<file path="src/hdl/efd_pkg.sv">
`timescale 1ns / 1ps
// Shared types, constants and the CRC-16 byte step for the escaped frame decoder.
// No dependencies; every other file of the block imports this package.
package efd_pkg;

  localparam int BYTE_W  = 8;
  localparam int IDX_W   = 6;
  localparam int COUNT_W = 16;

  localparam logic [15:0] CRC_POLY = 16'h1021;
  localparam logic [15:0] CRC_INIT = 16'hFFFF;
  localparam logic [15:0] CRC_TOP  = 16'h8000;
  localparam logic [COUNT_W-1:0] COUNT_MAX = 16'hFFFF;

  localparam logic [BYTE_W-1:0] START_RESET  = 8'd2;
  localparam logic [BYTE_W-1:0] END_RESET    = 8'd3;
  localparam logic [BYTE_W-1:0] ESCAPE_RESET = 8'd125;
  localparam logic [BYTE_W-1:0] XOR_RESET    = 8'd32;

  localparam logic KIND_PAYLOAD = 1'b0;
  localparam logic KIND_STATUS  = 1'b1;

  typedef enum logic [1:0] {
    REG_START  = 2'd0,
    REG_END    = 2'd1,
    REG_ESCAPE = 2'd2,
    REG_XOR    = 2'd3
  } cfg_reg_t;

  typedef enum logic [1:0] {
    RO_IDLE,
    RO_READ,
    RO_LOAD,
    RO_STAT
  } ro_state_t;

  // Frame close event from the receiver to the readout side.
  typedef struct packed {
    logic               fire;
    logic               ok;
    logic [IDX_W-1:0]   plen;
    logic [COUNT_W-1:0] count;
  } close_t;

  // One byte of CRC-16, polynomial 0x1021, MSB first.
  function automatic logic [15:0] crc16_byte(input logic [15:0] crc_in,
                                             input logic [BYTE_W-1:0] d);
    logic [15:0] c;
    c = crc_in ^ {d, 8'h00};
    for (int b = 0; b < 8; b++) begin
      if ((c & CRC_TOP) != 16'h0000) begin
        c = (c << 1) ^ CRC_POLY;
      end else begin
        c = c << 1;
      end
    end
    return c;
  endfunction

endpackage

</file>
<file path="src/hdl/efd_store.sv">
`timescale 1ns / 1ps
// Frame store: single write port, one registered read port.
// Depends on efd_pkg for the byte width.
module efd_store #(
  parameter int DEPTH = 64
) (
  input  logic                         clk,
  input  logic                         wr_en,
  input  logic [$clog2(DEPTH)-1:0]     wr_addr,
  input  logic [efd_pkg::BYTE_W-1:0]   wr_data,
  input  logic                         rd_en,
  input  logic [$clog2(DEPTH)-1:0]     rd_addr,
  output logic [efd_pkg::BYTE_W-1:0]   rd_data
);
  import efd_pkg::*;

  logic [BYTE_W-1:0] mem [DEPTH];

  always_ff @(posedge clk) begin
    if (wr_en) begin
      mem[wr_addr] <= wr_data;
    end
  end

  // Hold read data until the next read.
  always_ff @(posedge clk) begin
    if (rd_en) begin
      rd_data <= mem[rd_addr];
    end
  end

endmodule

</file>
<file path="src/hdl/efd_rx.sv">
`timescale 1ns / 1ps
// Receive side: unstuffs bytes, fills the frame store, runs the CRC and judges frames.
// Depends on efd_pkg (close_t, crc16_byte, constants).
module efd_rx #(
  parameter int DEPTH = 64
) (
  input  logic                         clk,
  input  logic                         rst,
  input  logic                         in_fire,
  input  logic [efd_pkg::BYTE_W-1:0]   rx_byte,
  input  logic [efd_pkg::BYTE_W-1:0]   start_byte,
  input  logic [efd_pkg::BYTE_W-1:0]   end_byte,
  input  logic [efd_pkg::BYTE_W-1:0]   escape_byte,
  input  logic [efd_pkg::BYTE_W-1:0]   escape_xor,
  output logic                         wr_en,
  output logic [$clog2(DEPTH)-1:0]     wr_addr,
  output logic [efd_pkg::BYTE_W-1:0]   wr_data,
  output efd_pkg::close_t              close_ev
);
  import efd_pkg::*;

  localparam int AW = $clog2(DEPTH);
  localparam int FW = $clog2(DEPTH + 1);
  localparam logic [FW-1:0] DEPTH_F = FW'(DEPTH);
  localparam logic [FW-1:0] TWO_F   = FW'(2);

  logic               in_frame, in_frame_next;
  logic               esc, esc_next;
  logic [FW-1:0]      fill, fill_next;
  logic [15:0]        crc, crc_next;
  logic [BYTE_W-1:0]  tail0, tail0_next;   // second to last stored byte
  logic [BYTE_W-1:0]  tail1, tail1_next;   // last stored byte
  logic [COUNT_W-1:0] bad, bad_next;
  logic [COUNT_W-1:0] bad_inc;
  logic [BYTE_W-1:0]  d;
  logic               short_frame;
  logic               crc_match;

  assign bad_inc     = (bad == COUNT_MAX) ? bad : bad + 1'b1;
  assign d           = esc ? (rx_byte ^ escape_xor) : rx_byte;
  assign short_frame = fill < TWO_F;
  assign crc_match   = crc == {tail0, tail1};
  assign wr_addr     = fill[AW-1:0];
  assign wr_data     = d;

  always_comb begin
    in_frame_next = in_frame;
    esc_next      = esc;
    fill_next     = fill;
    crc_next      = crc;
    tail0_next    = tail0;
    tail1_next    = tail1;
    bad_next      = bad;
    wr_en         = 1'b0;
    close_ev      = '0;
    if (in_fire) begin
      if (rx_byte == start_byte) begin
        in_frame_next = 1'b1;
        esc_next      = 1'b0;
        fill_next     = '0;
        crc_next      = CRC_INIT;
      end else if (in_frame) begin
        if (rx_byte == end_byte && !esc) begin
          in_frame_next = 1'b0;
          close_ev.fire = 1'b1;
          close_ev.ok   = !short_frame && crc_match;
          close_ev.plen = IDX_W'(fill - TWO_F);
          if (short_frame || !crc_match) begin
            bad_next = bad_inc;
          end
          close_ev.count = bad_next;
          if (short_frame || !crc_match) begin
            close_ev.plen = '0;
          end
        end else if (rx_byte == escape_byte && !esc) begin
          esc_next = 1'b1;
        end else begin
          esc_next = 1'b0;
          if (fill < DEPTH_F) begin
            wr_en      = 1'b1;
            fill_next  = fill + 1'b1;
            tail0_next = tail1;
            tail1_next = d;
            // Fold the byte leaving the two-byte tail into the CRC.
            if (!short_frame) begin
              crc_next = crc16_byte(crc, tail0);
            end
          end else begin
            in_frame_next = 1'b0;
            bad_next      = bad_inc;
          end
        end
      end
    end
  end

  always_ff @(posedge clk) begin
    if (rst) begin
      in_frame <= 1'b0;
      esc      <= 1'b0;
      fill     <= '0;
      bad      <= '0;
    end else begin
      in_frame <= in_frame_next;
      esc      <= esc_next;
      fill     <= fill_next;
      bad      <= bad_next;
    end
  end

  always_ff @(posedge clk) begin
    crc   <= crc_next;
    tail0 <= tail0_next;
    tail1 <= tail1_next;
  end

endmodule

</file>
<file path="src/hdl/efd_readout.sv">
`timescale 1ns / 1ps
// Readout sequencer: walks the frame store after a good frame and drives the result register.
// Depends on efd_pkg (close_t, ro_state_t, result kinds).
module efd_readout #(
  parameter int DEPTH = 64
) (
  input  logic                          clk,
  input  logic                          rst,
  input  efd_pkg::close_t               close_ev,
  output logic                          take_ok,
  output logic                          rd_en,
  output logic [$clog2(DEPTH)-1:0]      rd_addr,
  input  logic [efd_pkg::BYTE_W-1:0]    rd_data,
  output logic                          out_valid,
  input  logic                          out_ready,
  output logic                          result_kind,
  output logic [efd_pkg::BYTE_W-1:0]    data_byte,
  output logic [efd_pkg::IDX_W-1:0]     byte_index,
  output logic                          frame_ok,
  output logic [efd_pkg::IDX_W-1:0]     payload_length,
  output logic [efd_pkg::COUNT_W-1:0]   invalid_count,
  output logic                          last_of_run
);
  import efd_pkg::*;

  localparam int AW = $clog2(DEPTH);

  ro_state_t          state, state_next;
  logic [IDX_W-1:0]   rd_idx, rd_idx_next;
  logic [IDX_W-1:0]   plen_q, plen_next;
  logic [COUNT_W-1:0] count_q, count_next;
  logic               out_free;
  logic               load;
  logic               ld_kind, ld_ok, ld_last;
  logic [BYTE_W-1:0]  ld_data;
  logic [IDX_W-1:0]   ld_idx, ld_plen;
  logic [COUNT_W-1:0] ld_count;
  logic [IDX_W-1:0]   idx_inc;

  assign out_free = !out_valid || out_ready;
  assign take_ok  = (state == RO_IDLE) && out_free;
  assign rd_en    = (state == RO_READ);
  assign rd_addr  = rd_idx[AW-1:0];
  assign idx_inc  = rd_idx + 1'b1;

  always_comb begin
    state_next  = state;
    rd_idx_next = rd_idx;
    plen_next   = plen_q;
    count_next  = count_q;
    load        = 1'b0;
    ld_kind     = KIND_STATUS;
    ld_data     = '0;
    ld_idx      = '0;
    ld_ok       = 1'b0;
    ld_plen     = '0;
    ld_count    = count_q;
    ld_last     = 1'b1;
    unique case (state)
      RO_IDLE: begin
        if (close_ev.fire) begin
          count_next = close_ev.count;
          if (close_ev.ok && close_ev.plen != '0) begin
            plen_next   = close_ev.plen;
            rd_idx_next = '0;
            state_next  = RO_READ;
          end else begin
            // Bad frame or empty payload: status only.
            load     = 1'b1;
            ld_ok    = close_ev.ok;
            ld_count = close_ev.count;
          end
        end
      end
      RO_READ: begin
        state_next = RO_LOAD;
      end
      RO_LOAD: begin
        if (out_free) begin
          load        = 1'b1;
          ld_kind     = KIND_PAYLOAD;
          ld_data     = rd_data;
          ld_idx      = rd_idx;
          ld_last     = 1'b0;
          rd_idx_next = idx_inc;
          state_next  = (idx_inc == plen_q) ? RO_STAT : RO_READ;
        end
      end
      RO_STAT: begin
        if (out_free) begin
          load       = 1'b1;
          ld_ok      = 1'b1;
          ld_plen    = plen_q;
          state_next = RO_IDLE;
        end
      end
      default: state_next = RO_IDLE;
    endcase
  end

  always_ff @(posedge clk) begin
    if (rst) begin
      state     <= RO_IDLE;
      out_valid <= 1'b0;
    end else begin
      state <= state_next;
      if (load) begin
        out_valid <= 1'b1;
      end else if (out_ready) begin
        out_valid <= 1'b0;
      end
    end
  end

  always_ff @(posedge clk) begin
    rd_idx  <= rd_idx_next;
    plen_q  <= plen_next;
    count_q <= count_next;
    if (load) begin
      result_kind    <= ld_kind;
      data_byte      <= ld_data;
      byte_index     <= ld_idx;
      frame_ok       <= ld_ok;
      payload_length <= ld_plen;
      invalid_count  <= ld_count;
      last_of_run    <= ld_last;
    end
  end

endmodule

</file>
<file path="src/hdl/escaped_frame_decoder_crc16.sv">
`timescale 1ns / 1ps
// Top level of the byte-stuffed frame decoder with CRC-16 check.
// Depends on efd_pkg, efd_store, efd_rx and efd_readout.
//
//  channel  | handshake            | payload
//  ---------+----------------------+---------------------------------------------
//  input    | in_valid / in_ready  | rx_byte
//  result   | out_valid / out_ready| result_kind, data_byte, byte_index, frame_ok,
//           |                      | payload_length, invalid_count, last_of_run
//  config   | cfg_write            | cfg_index, cfg_data
//
// A received word is taken when the block is idle and the result register
// is free or being drained. A good frame's end word then starts the readout:
// each payload word takes a store read, then a result load once the result
// register is free (the frame store's read port is registered); the status
// word follows, and input is held off until the status word is loaded. Reset clears
// control state and restores the default framing codes; the frame store needs
// no clearing, since only entries written in the current frame are read back.
module escaped_frame_decoder_crc16 #(
  parameter int STORE_DEPTH = 64
) (
  input  logic                          clk,
  input  logic                          rst,
  input  logic                          in_valid,
  output logic                          in_ready,
  input  logic [efd_pkg::BYTE_W-1:0]    rx_byte,
  output logic                          out_valid,
  input  logic                          out_ready,
  output logic                          result_kind,
  output logic [efd_pkg::BYTE_W-1:0]    data_byte,
  output logic [efd_pkg::IDX_W-1:0]     byte_index,
  output logic                          frame_ok,
  output logic [efd_pkg::IDX_W-1:0]     payload_length,
  output logic [efd_pkg::COUNT_W-1:0]   invalid_count,
  output logic                          last_of_run,
  input  logic                          cfg_write,
  input  logic [1:0]                    cfg_index,
  input  logic [efd_pkg::BYTE_W-1:0]    cfg_data
);
  import efd_pkg::*;

  localparam int AW = $clog2(STORE_DEPTH);

  // Framing codes; the user must write them only while the block is idle, which the block does not enforce.
  logic [BYTE_W-1:0] start_byte;
  logic [BYTE_W-1:0] end_byte;
  logic [BYTE_W-1:0] escape_byte;
  logic [BYTE_W-1:0] escape_xor;

  logic              in_fire;
  logic              wr_en;
  logic [AW-1:0]     wr_addr;
  logic [BYTE_W-1:0] wr_data;
  logic              rd_en;
  logic [AW-1:0]     rd_addr;
  logic [BYTE_W-1:0] rd_data;
  close_t            close_ev;
  logic              take_ok;

  assign in_ready = take_ok;
  assign in_fire  = in_valid && in_ready;

  always_ff @(posedge clk) begin
    if (rst) begin
      start_byte  <= START_RESET;
      end_byte    <= END_RESET;
      escape_byte <= ESCAPE_RESET;
      escape_xor  <= XOR_RESET;
    end else if (cfg_write) begin
      unique case (cfg_reg_t'(cfg_index))
        REG_START:  start_byte  <= cfg_data;
        REG_END:    end_byte    <= cfg_data;
        REG_ESCAPE: escape_byte <= cfg_data;
        REG_XOR:    escape_xor  <= cfg_data;
        default: ;
      endcase
    end
  end

  // Unstuff, store and check incoming words.
  efd_rx #(.DEPTH(STORE_DEPTH)) u_rx (
    .clk         (clk),
    .rst         (rst),
    .in_fire     (in_fire),
    .rx_byte     (rx_byte),
    .start_byte  (start_byte),
    .end_byte    (end_byte),
    .escape_byte (escape_byte),
    .escape_xor  (escape_xor),
    .wr_en       (wr_en),
    .wr_addr     (wr_addr),
    .wr_data     (wr_data),
    .close_ev    (close_ev)
  );

  // Frame store; writes come only during reception, reads only during readout.
  efd_store #(.DEPTH(STORE_DEPTH)) u_store (
    .clk     (clk),
    .wr_en   (wr_en),
    .wr_addr (wr_addr),
    .wr_data (wr_data),
    .rd_en   (rd_en),
    .rd_addr (rd_addr),
    .rd_data (rd_data)
  );

  // Walk the payload and drive the result register.
  efd_readout #(.DEPTH(STORE_DEPTH)) u_readout (
    .clk            (clk),
    .rst            (rst),
    .close_ev       (close_ev),
    .take_ok        (take_ok),
    .rd_en          (rd_en),
    .rd_addr        (rd_addr),
    .rd_data        (rd_data),
    .out_valid      (out_valid),
    .out_ready      (out_ready),
    .result_kind    (result_kind),
    .data_byte      (data_byte),
    .byte_index     (byte_index),
    .frame_ok       (frame_ok),
    .payload_length (payload_length),
    .invalid_count  (invalid_count),
    .last_of_run    (last_of_run)
  );

endmodule

</file>
<file path="config.mk">
export PLATFORM = sky130hd
export DESIGN_NAME = escaped_frame_decoder_crc16
export DESIGN_NICKNAME = d
export VERILOG_FILES = /design/src/hdl/efd_pkg.sv /design/src/hdl/efd_store.sv /design/src/hdl/efd_rx.sv /design/src/hdl/efd_readout.sv /design/src/hdl/escaped_frame_decoder_crc16.sv
export SDC_FILE = /design/constraint.sdc
export NUM_CORES = 1
export LEC_CHECK = 0
export BUFFER_PORTS_ARGS = -buffer_cell sky130_fd_sc_hd__buf_4
export CORE_MARGIN = 2
export CORE_UTILIZATION = 30
export CTS_BUF_LIST = sky130_fd_sc_hd__clkbuf_4 sky130_fd_sc_hd__clkbuf_8 sky130_fd_sc_hd__clkbuf_16
export CTS_CLUSTER_DIAMETER = 100
export DETAILED_ROUTE_END_ITERATION = 12
export PLACE_DENSITY = 0.52
export SETUP_SLACK_MARGIN = 0.3
export SLEW_MARGIN = 20
export SYNTH_ARGS = -nofsm -noshare
export SYNTH_HDL_FRONTEND = slang
export SYNTH_SLANG_ARGS = --single-unit
</file>
<file path="constraint.sdc">
create_clock -name clk -period 12.9 [get_ports clk]
set_input_delay 1.935 -clock clk [delete_from_list [all_inputs] [get_ports clk]]
set_output_delay 1.935 -clock clk [all_outputs]
set_load 0.1 [all_outputs]
</file>
==> impl_metrics.json <==
{
  "clockRootBuffer": "clkbuf_16",
  "rsz0062_at_grt": "no",
  "setup_ws_ns": 8.03,
  "synth-edff-count": 618,
  "antenna_left": 0,
  "ys_types": 62,
  "die-height_um": 309,
  "rows": 111,
  "setup_violations": 0,
  "hold_path_class": "flop to flop",
  "overflow": 0,
  "period_share_pct": 37.8,
  "skew_ns": 0.0238,
  "yosys.area.top_type": "edfxtp_1",
  "cts_resized": 0,
  "cpPeakStageDelay_ns": 0.88,
  "clock-sinks": 678,
  "maxCapViolCount": 0,
  "worstReg2RegEnd": "u_store.rd_data[6]$_DFFE_PN_",
  "viasPerCell": 4.93,
  "synth_nets": 1733,
  "async_reset_ff_share_pct": 0,
  "status": "finished, final reports clean",
  "finalHoldViolCount": 0,
  "vdd_drop_max_mv": 0.0857,
  "fin_util_pct": 35.3,
  "dp_slack_ns": 7.37,
  "synth_top_family_by_area": "multiplexers",
  "synth_cells": 1697,
  "postCtsHoldBufs": 0,
  "synthFlopType": "edfxtp_1",
  "cts_made_buffers": 74,
  "drcViolationCount": 0,
  "synth-xor-area-share_pct": 2.80,
  "globalplace.congestion": 0.821,
  "final_nets": 1810,
  "grt_use_total_pct": 14.6,
  "synth_compound_area_share_pct": 4.69,
  "grt_max_degree": 113,
  "htree_levels": 3,
  "synth_top_cell_area_share_pct": 66.7,
  "num_antenna_cells": 0,
  "worst_slew_pin_slew_ns": 1.07,
  "ys_seq_area_share_pct": 71.0,
  "tns_ns": 0,
  "io_buffer_count": 63,
  "die_width_um": 309,
  "final_cell_mix": "edfxtp_1 (618), nor2_1 (126), nand2_1 (111), mux4_2 (104), mux2i_1 (91)",
  "avgSynthCellArea_um2": 16.4,
  "final_common_cell": "edfxtp_1",
  "end_kind": "flop",
  "ioPinCount": 64,
  "first_pass_iters": 5,
  "p_per_area_nw_per_um2": 158,
  "via_count": 15167,
  "grt_antenna_before_repair": 0,
  "synth_adder_area_share_pct": 0.585,
  "yosys-top-cells-area": "edfxtp_1 (67%), mux4_2 (8.4%), dfxtp_1 (4.3%)",
  "crit_type": "primary input to flop",
  "clkLatencyLatePin_ns": 0.63,
  "r2r_start": "u_readout.rd_addr[0]$_SDFFCE_PN0P_",
  "cts_tree": "built",
  "syn_area_um2": 27800,
  "die-area_um2": 95200,
  "critPathLaunch": "out_ready",
  "yosysWarnings": 0,
  "finalPower_mw": 5.11,
  "synth_seq_cells": 678,
  "required_ns": 13.14,
  "p_leak_nw": 10.4,
  "cp-endpoint": "u_store.mem[54][2]$_DFFE_PP_",
  "synth.area.mux_share_pct": 12.3,
  "grt_pass1_vias": 15280,
  "postCtsSetupBuffers": 0,
  "drtIter0Drc": 1485,
  "wl_per_cell_um": 22.7,
  "worstPathArrival_ns": 5.11,
  "cp_common_cell": "buf_4",
  "crit_chain": "buf_4, nand2b_1, buf_4, and3_1, nand2_1, nor4_4, buf_4, nand3_1, nor2_1",
  "start_util_pct": 30.3,
  "max_freq_mhz": 205,
  "clk_path_buf_depth": 3,
  "reg2regPathDepth": 6,
  "reg2reg_slack_ns": 8.87,
  "syn_to_final_growth_pct": 16.3,
  "crit_slowest_cell": "nor2_1",
  "clkTransAtPathRegs_ns": 0.06,
  "grt_pass1_wl_mm": 103,
  "layout-drive-gt1-share_pct": 19.2,
  "period_minus_slack_ns": 4.87,
  "report.final.slew_viol_count": 0,
  "holdWs_ns": 0.458,
  "synthSimpleGateAreaFrac_pct": 6.90,
  "start_kind": "primary input",
  "hpwl_mm": 43.3,
  "worst-path-max-fanout": 28,
  "relSlewSlack_pct": 28.6,
  "finalWirelength_mm": 69.8,
  "coreArea_um2": 91800
}
[stage by stage]
stage,cells,area (um2)
floorplan,1697,27800
global placement,2940,29700
detailed placement,2941,29800
CTS,3075,32400
global route,3075,32400
finish,3075,32400
[power breakdown]
part,leakage [nW],internal (mW),total [mW],switching [mW]
Sequential,6.10,2.41,2.42,0.0104
Clock,1.28,1.35,2.23,0.876
Combinational,3.06,0.175,0.461,0.286
[layout make-up]
| type | instances | area [um2] |
|---|---|---|
| inverter | 31 | 116 |
| clock buffer | 93 | 1990 |
| sequential | 678 | 19800 |
| fill | 8651 | 59400 |
| tap | 1243 | 1560 |
| timing repair buffer | 85 | 671 |
| clock inverter | 41 | 602 |
| multi-input combinational | 904 | 7670 |
[cells in the mapped netlist, types with 13 or more instances]
cell type	count
edfxtp_1	618
o21ai_0	27
xor2_1	24
a22oi_1	30
clkbuf_1	52
o22ai_1	24
a21oi_1	51
nand3_1	35
and3_1	26
a211oi_1	23
xnor2_1	63
nand2_1	111
mux4_2	104
o221ai_1	16
mux2i_1	91
ha_1	13
nor2_1	128
dfxtp_1	60
buf_2	18
inv_1	30
[metal layers]
| layer | vias to the layer above | share of wire [%] | routed length, um | GRT usage [%] |
|---|---|---|---|---|
| met2 | 573 | 45 | 31400 | 22.4 |
| met1 | 7711 | 44 | 31000 | 20.3 |
| met5 | - | 0 | 0 | 0 |
| li1 | 6767 | - | - | - |
| met4 | 0 | 2.9 | 2020 | 5.23 |
| met3 | 116 | 7.7 | 5360 | 3.60 |
[how the worst min path moves through the flow]
| stage | startpoint | end | slack, ns | depth (start not counted) |
|---|---|---|---|---|
| global route | escape_xor[0]$_SDFFE_PP0P_ | escape_xor[0]$_SDFFE_PP0P_ | 0.47 | 2 |
| global placement | escape_xor[0]$_SDFFE_PP0P_ | escape_xor[0]$_SDFFE_PP0P_ | 0.44 | 2 |
| CTS | escape_xor[0]$_SDFFE_PP0P_ | escape_xor[0]$_SDFFE_PP0P_ | 0.46 | 2 |
| finish | escape_xor[0]$_SDFFE_PP0P_ | escape_xor[0]$_SDFFE_PP0P_ | 0.46 | 2 |
| detailed placement | escape_xor[0]$_SDFFE_PP0P_ | escape_xor[0]$_SDFFE_PP0P_ | 0.45 | 2 |
| floorplan | escape_xor[0]$_SDFFE_PP0P_ | escape_xor[0]$_SDFFE_PP0P_ | 0.44 | 2 |
[cells by family after synthesis]
family | Yosys count
buffers and inverters | 115
AOI/OAI and AO/OA | 197
and+or+nand+nor | 397
xor gates and xnor gates | 88
muxes | 209
DFF | 678
adders and majority gates | 13
[flip-flops by register name (all words and copies together), names as in the netlist, 2 cells and up]
register / count
u_readout.data_byte: 8
u_readout.payload_length: 6
u_rx.crc: 16
escape_byte: 8
u_readout.plen_q: 6
u_readout.rd_addr: 6
u_readout.count_q: 16
u_readout.state: 2
u_store.rd_data: 8
u_store.mem: 512
escape_xor: 8
u_rx.bad: 16
u_rx.fill: 7
start_byte: 8
u_readout.invalid_count: 16
u_rx.tail1: 8
u_readout.byte_index: 6
end_byte: 8
u_rx.tail0: 8
[critical path, delay by kind of cell]
family / cells / cell delay [ns]
simple gates: 6 / 2.46
buf+inv: 3 / 0.68
Power figures use the tool's default switching activity.
